--- src/hw/rtl/m6502am_pkg.sv ---
// Shared types and constants for the 6502 addressing-mode unit.
`default_nettype none

package m6502am_pkg;

    // Access direction codes
    localparam logic OP_READ  = 1'b0;
    localparam logic OP_WRITE = 1'b1;

    // Addressing-mode codes
    localparam logic [2:0] MODE_ZP    = 3'd0;
    localparam logic [2:0] MODE_ZP_X  = 3'd1;
    localparam logic [2:0] MODE_ZP_Y  = 3'd2;
    localparam logic [2:0] MODE_ABS_X = 3'd3;
    localparam logic [2:0] MODE_ABS_Y = 3'd4;
    localparam logic [2:0] MODE_IND   = 3'd5;
    localparam logic [2:0] MODE_IND_X = 3'd6;
    localparam logic [2:0] MODE_IND_Y = 3'd7;

    // Request word
    typedef struct packed {
        logic        opcode;
        logic [2:0]  mode;
        logic [15:0] operand_address;
        logic [7:0]  index_x;
        logic [7:0]  index_y;
        logic [7:0]  write_byte;
    } req_t;

    // Response word
    typedef struct packed {
        logic [7:0]  read_byte;
        logic [15:0] effective_address;
        logic        bad_request;
    } rsp_t;

    // Memory address source
    typedef enum logic [1:0] {
        ADDR_PTR_LO,
        ADDR_PTR_HI,
        ADDR_EA_REG,
        ADDR_EA_PTR
    } addr_sel_t;

    // Controller to datapath commands
    typedef struct packed {
        logic      load_req;
        addr_sel_t addr_sel;
        logic      mem_rd;
        logic      mem_wr;
        logic      load_plo;
        logic      load_ea;
        logic      load_rsp;
    } cmd_t;

    // Datapath to controller status
    typedef struct packed {
        logic in_indirect;
        logic req_write;
        logic req_bad;
    } stat_t;

endpackage

`default_nettype wire

--- src/hw/rtl/m6502am_ctrl.sv ---
// Sequencer for pointer fetches, data access and response handoff.
`default_nettype none

module m6502am_ctrl (
    input  wire logic               clk,
    input  wire logic               rst_n,
    input  wire logic               req_valid,
    output logic                    req_stall,
    output logic                    rsp_valid,
    input  wire logic               rsp_stall,
    input  wire m6502am_pkg::stat_t stat,
    output m6502am_pkg::cmd_t       cmd
);
    import m6502am_pkg::*;

    typedef enum logic [2:0] {
        ST_IDLE,
        ST_PTR_LO,
        ST_PTR_HI,
        ST_PTR_EA,
        ST_ACCESS,
        ST_RESP
    } state_t;

    state_t state_reg, state_next;
    logic   rsp_valid_reg, rsp_valid_next;

    assign rsp_valid = rsp_valid_reg;

    // Next state and command decode
    always_comb
    begin
        cmd            = '0;
        cmd.addr_sel   = ADDR_EA_REG;
        req_stall      = 1'b1;
        state_next     = state_reg;
        rsp_valid_next = rsp_valid_reg && rsp_stall;
        case (state_reg)
            ST_IDLE:
            begin
                req_stall = 1'b0;
                if (req_valid)
                begin
                    cmd.load_req = 1'b1;
                    state_next   = stat.in_indirect ? ST_PTR_LO : ST_ACCESS;
                end
            end
            ST_PTR_LO:
            begin
                cmd.addr_sel = ADDR_PTR_LO;
                cmd.mem_rd   = 1'b1;
                state_next   = ST_PTR_HI;
            end
            ST_PTR_HI:
            begin
                // read data now holds the pointer low byte
                cmd.addr_sel = ADDR_PTR_HI;
                cmd.mem_rd   = 1'b1;
                cmd.load_plo = 1'b1;
                state_next   = ST_PTR_EA;
            end
            ST_PTR_EA:
            begin
                // pointer complete: access data at the pointer target
                cmd.addr_sel = ADDR_EA_PTR;
                cmd.load_ea  = 1'b1;
                cmd.mem_rd   = !stat.req_write;
                cmd.mem_wr   = stat.req_write && !stat.req_bad;
                state_next   = ST_RESP;
            end
            ST_ACCESS:
            begin
                cmd.addr_sel = ADDR_EA_REG;
                cmd.mem_rd   = !stat.req_write;
                cmd.mem_wr   = stat.req_write && !stat.req_bad;
                state_next   = ST_RESP;
            end
            ST_RESP:
            begin
                // hand off the response and take the next request together
                if (!rsp_valid_reg || !rsp_stall)
                begin
                    cmd.load_rsp   = 1'b1;
                    rsp_valid_next = 1'b1;
                    req_stall      = 1'b0;
                    if (req_valid)
                    begin
                        cmd.load_req = 1'b1;
                        state_next   = stat.in_indirect ? ST_PTR_LO : ST_ACCESS;
                    end
                    else
                    begin
                        state_next = ST_IDLE;
                    end
                end
            end
            default:
            begin
                state_next = ST_IDLE;
            end
        endcase
    end

    // State and response valid
    always_ff @(posedge clk or negedge rst_n)
    begin
        if (!rst_n)
        begin
            state_reg     <= ST_IDLE;
            rsp_valid_reg <= 1'b0;
        end
        else
        begin
            state_reg     <= state_next;
            rsp_valid_reg <= rsp_valid_next;
        end
    end

endmodule

`default_nettype wire

--- config.mk ---
export PLATFORM = sky130hd
export DESIGN_NAME = m6502am_ctrl
export DESIGN_NICKNAME = d
export VERILOG_FILES = /design/src/hw/rtl/m6502am_pkg.sv /design/src/hw/rtl/m6502am_ctrl.sv
export SDC_FILE = /design/constraint.sdc
export NUM_CORES = 1
export LEC_CHECK = 0
export BUFFER_PORTS_ARGS = -buffer_cell sky130_fd_sc_hd__buf_2
export CAP_MARGIN = 20
export CORE_AREA = 4 4 41 43
export DETAILED_ROUTE_END_ITERATION = 6
export DIE_AREA = 0 0 45 47
export HOLD_SLACK_MARGIN = 0.03
export SLEW_MARGIN = 20
export SYNTH_ARGS = -nofsm -noshare
export SYNTH_HDL_FRONTEND = slang
export SYNTH_SLANG_ARGS = --single-unit
--- constraint.sdc ---
create_clock -name clk -period 1.2 [get_ports clk]
set_input_delay 0.24 -clock clk [delete_from_list [all_inputs] [get_ports clk]]
set_output_delay 0.24 -clock clk [all_outputs]
set_load 0.01 [all_outputs]
# [After elaboration in Yosys (flattened, before gate mapping)]
# Index checks and enable logic that the tools add are counted.
[classes] n_eq_ne=7 muxes=18 reduce_logical=10
[op_table] operator="$pmux 3 s5" count=1
[op_table] operator="$mux 3" count=4
[op_table] operator="$pmux 3 s4" count=1
[op_table] operator="$mux 1" count=10
[op_table] operator="$eq 3x2->1 const B" count=2
[op_table] operator="$eq 3x3->1 const B" count=2
[op_table] operator="$logic_not 1->1" count=4
[op_table] operator="$ne 2x2->1 const B" count=2
[op_table] operator="$pmux 1 s2" count=2
[op_table] operator="$eq 3x1->1 const B" count=1
[op_table] operator="$logic_not 3->1" count=1
[op_table] operator="$logic_and 1x1->1" count=2
[op_table] operator="$reduce_and 2->1" count=1
[op_table] operator="$reduce_or 2->1" count=1
[op_table] operator="$logic_or 1x1->1" count=1
[word_totals] input_bits=7 reg_bits=4 word_cells=37

# [Longest topological paths before layout]
[depth] ltp_word=4 mapped_depth=5 depth_no_buf=4

# [Worst setup path before layout]
# Ideal clock, no wire load.
[synth_path] path_kind="flip-flop to output port" startpoint="register state_reg[0]" endpoint="output req_stall" n_path_buf=1 path_slack_ns=-0.198 path_stages_with_launch=5 arrival_ns=1.158 cell_sequence="dfrtp_1 -> buf_6 -> a21bo_4 -> mux2_4 -> or2_1"
[synth_via] elab_chain_len=2 word_cells_on_any_way=3 classes_between="eq/ne (1); mux (1); reduce/logical (1)"
[synth_rtl] item="start: declaration" line_no="m6502am_ctrl.sv:25" rtl="state_t state_reg, state_next;"
[synth_rtl] item="start signal: assignment" line_no="m6502am_ctrl.sv:114" rtl="state_reg <= state_next;"
[synth_rtl] item="$eq 3x3->1 / $logic_not 3->1 (equally long branches)" line_no="m6502am_ctrl.sv:38" rtl="case (state_reg)"
[synth_rtl] item="$pmux 1 s2 (*)" line_no="m6502am_ctrl.sv:38"
[synth_rtl] item="end: declaration" line_no="m6502am_ctrl.sv:8" rtl="output logic req_stall,"
# Mark *: on every way between the ends. The rest lies on a longest branch, timed or not.

# [Final worst setup path]
[layout_path] startpoint="register rsp_valid_reg (netlist: rsp_valid)" endpoint="output req_stall"
[layout_via] elab_chain_len=4
[layout_rtl] item="start: declaration" line_no="m6502am_ctrl.sv:26" rtl="logic rsp_valid_reg, rsp_valid_next;"
[layout_rtl] item="start signal: assignment" line_no="m6502am_ctrl.sv:115" rtl="rsp_valid_reg <= rsp_valid_next;"
[layout_rtl] item="$logic_not 1->1" line_no="m6502am_ctrl.sv:81" rtl="if (!rsp_valid_reg || !rsp_stall)"
[layout_rtl] item="$logic_or 1x1->1" line_no="m6502am_ctrl.sv:81"
[layout_rtl] item="$mux 1" line_no="m6502am_ctrl.sv:81"
[layout_rtl] item="$pmux 1 s2" line_no="m6502am_ctrl.sv:38"
# Every way passes these cells.

==> run_results.csv <==
group,metric,value,unit
power_and_ir_drop,pwr-share-seq,15.8,%
floorplanning,core_area,1300,µm²
job,maxCapViolations,0,
cells_and_area,finish.utilization,49.5,%
worst_setup_path,cp-start-kind,"flop",
worst_setup_path,path_class,"reg -> out",
power_and_ir_drop,cellPowerDensity,2880,nW/µm²
grt,antenna_found_initial,0,
worst_setup_path,critPathCaptureType,"output pin",
grt,grt_use_met1,13.0,%
timing,worst_slew_pin_slew,190,ps
timing,clock.fmax,0.593,GHz
yosys,synthCells,37,
place,place_inst,77,
floorplanning,dieArea,2120,µm²
worst_setup_path,worstPathArrival,1450,ps
floorplanning,rows,13,
timing,setup_viol,11,
place,dpl_cell_area,483,µm²
timing,setup_ws,-487,ps
timing,hold_ws,260,ps
run_status,status,"finished with violations",
power_and_ir_drop,switching_share,38.7,%
grt,grt_start_max_net_pins,8,
grt,grt_use_met3,4.21,%
grt,grt_pass1_wl,1620,µm
clock_tree,cts-root-buf,"clkbuf_4",
cells_and_area,n_antenna_cell,0,
worst_hold_path,min_path_type,"in -> reg",
floorplanning,ios,17,
cells_and_area,largest_reg_flops,3,
drt,first_pass_iters,2,
cells_and_area,nets,80,
floorplanning,die_width,45,µm
timing,rsz0062_at_grt,"true",
timing,layout_min_cycle_time,1690,ps
yosys,syn-num-nets,44,
power_and_ir_drop,fin_total_pwr,1.86,mW
yosys,ys_seq_area_share,32.9,%
floorplanning,die_h,47,µm
worst_setup_path,crit_required,960,ps
drt,ant_nets,0,
clock_tree,clkSlewWorstSetupHoldPaths,40,ps
worst_setup_path,crit_fanout,2,
clock_tree,cts_buffers,3,
timing,clock_skew,4.02,ps
grt,grt_use_met2,17.5,%
place,post-place-ws,-243,ps
drt,avgViaCountPerCell,4.36,
drt,drtIter0Drc,7,
cells_and_area,syn2layout_area_growth,112,%
yosys,yosysWarnings,0,
place,place_congestion,0.800,
clock_tree,clockBufferDepth,2,
yosys,yosys_register_bits,4,
power_and_ir_drop,share_comb_of_total_power,75.2,%
cells_and_area,fin_area,644,µm²
timing,final.period_utilization,141,%
power_and_ir_drop,leakagePower,0.326,nW
grt,busiest_layer,"met2",
grt,overflow,0,
clock_tree,tritoncts,"done",
drt,wirelength,968,µm
drt,vias,375,
cells_and_area,layout_commonest_cell,"buf_2",
clock_tree,numClockSinks,4,
clock_tree,clock_latency,230,ps
cells_and_area,layout-drive-gt1-share,74.6,%
worst_setup_path,rrSetupSlack,-210,ps
power_and_ir_drop,power_switching,719,µW
grt,grt_pass1_vias,382,
drt,drc,0,
run_status,violations,"negative setup slack",
yosys,synth_area,304,µm²
drt,wl_per_cell,11.3,µm
floorplanning,initial_core_util,23.4,%
cells_and_area,fin_cells,86,
yosys,synth_cell_types,21,
power_and_ir_drop,internal_power,1.14,mW
cells_and_area,final_cell_mix,"buf_2, buf_4, buf_6, inv_1, clkbuf_4",
timing,slew_headroom,87.3,%
cells_and_area,fill_cells,141,
clock_tree,htreeDepth,1,
place,io_buffers,16,
timing,fin_tns_setup,-2710,ps
power_and_ir_drop,peakVddDrop,1.25,mV
grt,grt_use_total,10.8,%
timing,hold_viol,0,
timing,drv_slew,0,
power_and_ir_drop,pwr-share-clk,9.0,%
yosys,synth.avg_cell_area,8.22,µm²
==> final timing paths <==
| path | start | to | depth (start not counted) |
|---|---|---|---|
| setup / recovery | rsp_valid | req_stall | 4 |
| hold / removal | rsp_stall | rsp_valid | 3 |
| setup reg to reg | rsp_valid | state_reg[2] | 7 |
| hold reg to reg | rsp_valid | rsp_valid | 3 |
| max in group asynchronous | rst_n | state_reg[1] | 2 |
| min in group asynchronous | rst_n | state_reg[2] | 2 |
==> power by group through the flow <==
stage	Sequential, mW	Clock (mW)	Combinational, mW
final	0.294	0.168	1.40
after global placement	0.288	0	0.988
after CTS	0.288	0.172	1.29
after detailed placement	0.286	0	0.995
after global routing	0.303	0.190	1.51
after floorplan	0.256	0	0.587
==> what timing repair did <==
action | 4_1_cts | 5_1_grt
hold buffers | 1 | 0
hold endpoints to repair | 4 | 0
endpoints found under the setup margin | 9 | 12
pin swaps | 4 | 4
resized for setup | 15 | 9
setup buffers | 4 | 2
cloned | 0 | 0
==> Yosys cell counts <==
library cell	count	share of area, %
nand3_1	2	3.3
inv_1	6	7.4
o21ai_0	2	3.3
a21oi_1	3	4.9
dfrtp_1	4	33
clkbuf_2	1	1.6
a21bo_4	1	5.4
nand2b_1	2	4.1
buf_6	1	3.7
mux2_4	1	4.9
nand2_1	3	3.7
or2_1	1	2.1
nor2b_1	1	2.1
nor3b_2	1	4.1
a31oi_1	1	2.1
xor2_1	1	2.9
nor2_1	2	2.5
o22ai_1	1	2.1
o211ai_1	1	2.5
nand4_1	1	2.1
o31ai_1	1	2.5
==> critical path, stage by stage (launching register included) <==
cell and delay (ps):
dfrtp_1 380, a21bo_4 210, mux2_4 270, or2_4 230
buf_6 120
==> layer usage <==
metal  vias to the layer above  routed length, µm
li1                        194                  -
met3                         0                 63
met1                       169                415
met2                        12                489
met5                         -                  0
met4                         0                  0
==> logic make-up (layout without fill, tap and decap cells) <==
group           count (synthesis)  in the layout  share of synthesized area (%)
compound gates                 10             10                           22.6
xor+xnor                        1              1                           2.88
buf+inv                         8             42                           12.8
flops                           4              4                           32.9
mux                             1              1                           4.94
simple gates                   13             13                           23.9
==> final cells by class <==
type | count | area (µm²) | area share [%]
timing repair buffer | 33 | 254 | 39.4
tap | 15 | 18.8 | 2.91
inverter | 6 | 22.5 | 3.50
multi-input combinational | 25 | 224 | 34.8
sequential | 4 | 103 | 15.9
clock buffer | 3 | 22.5 | 3.50
Power figures use the tool's default switching activity.
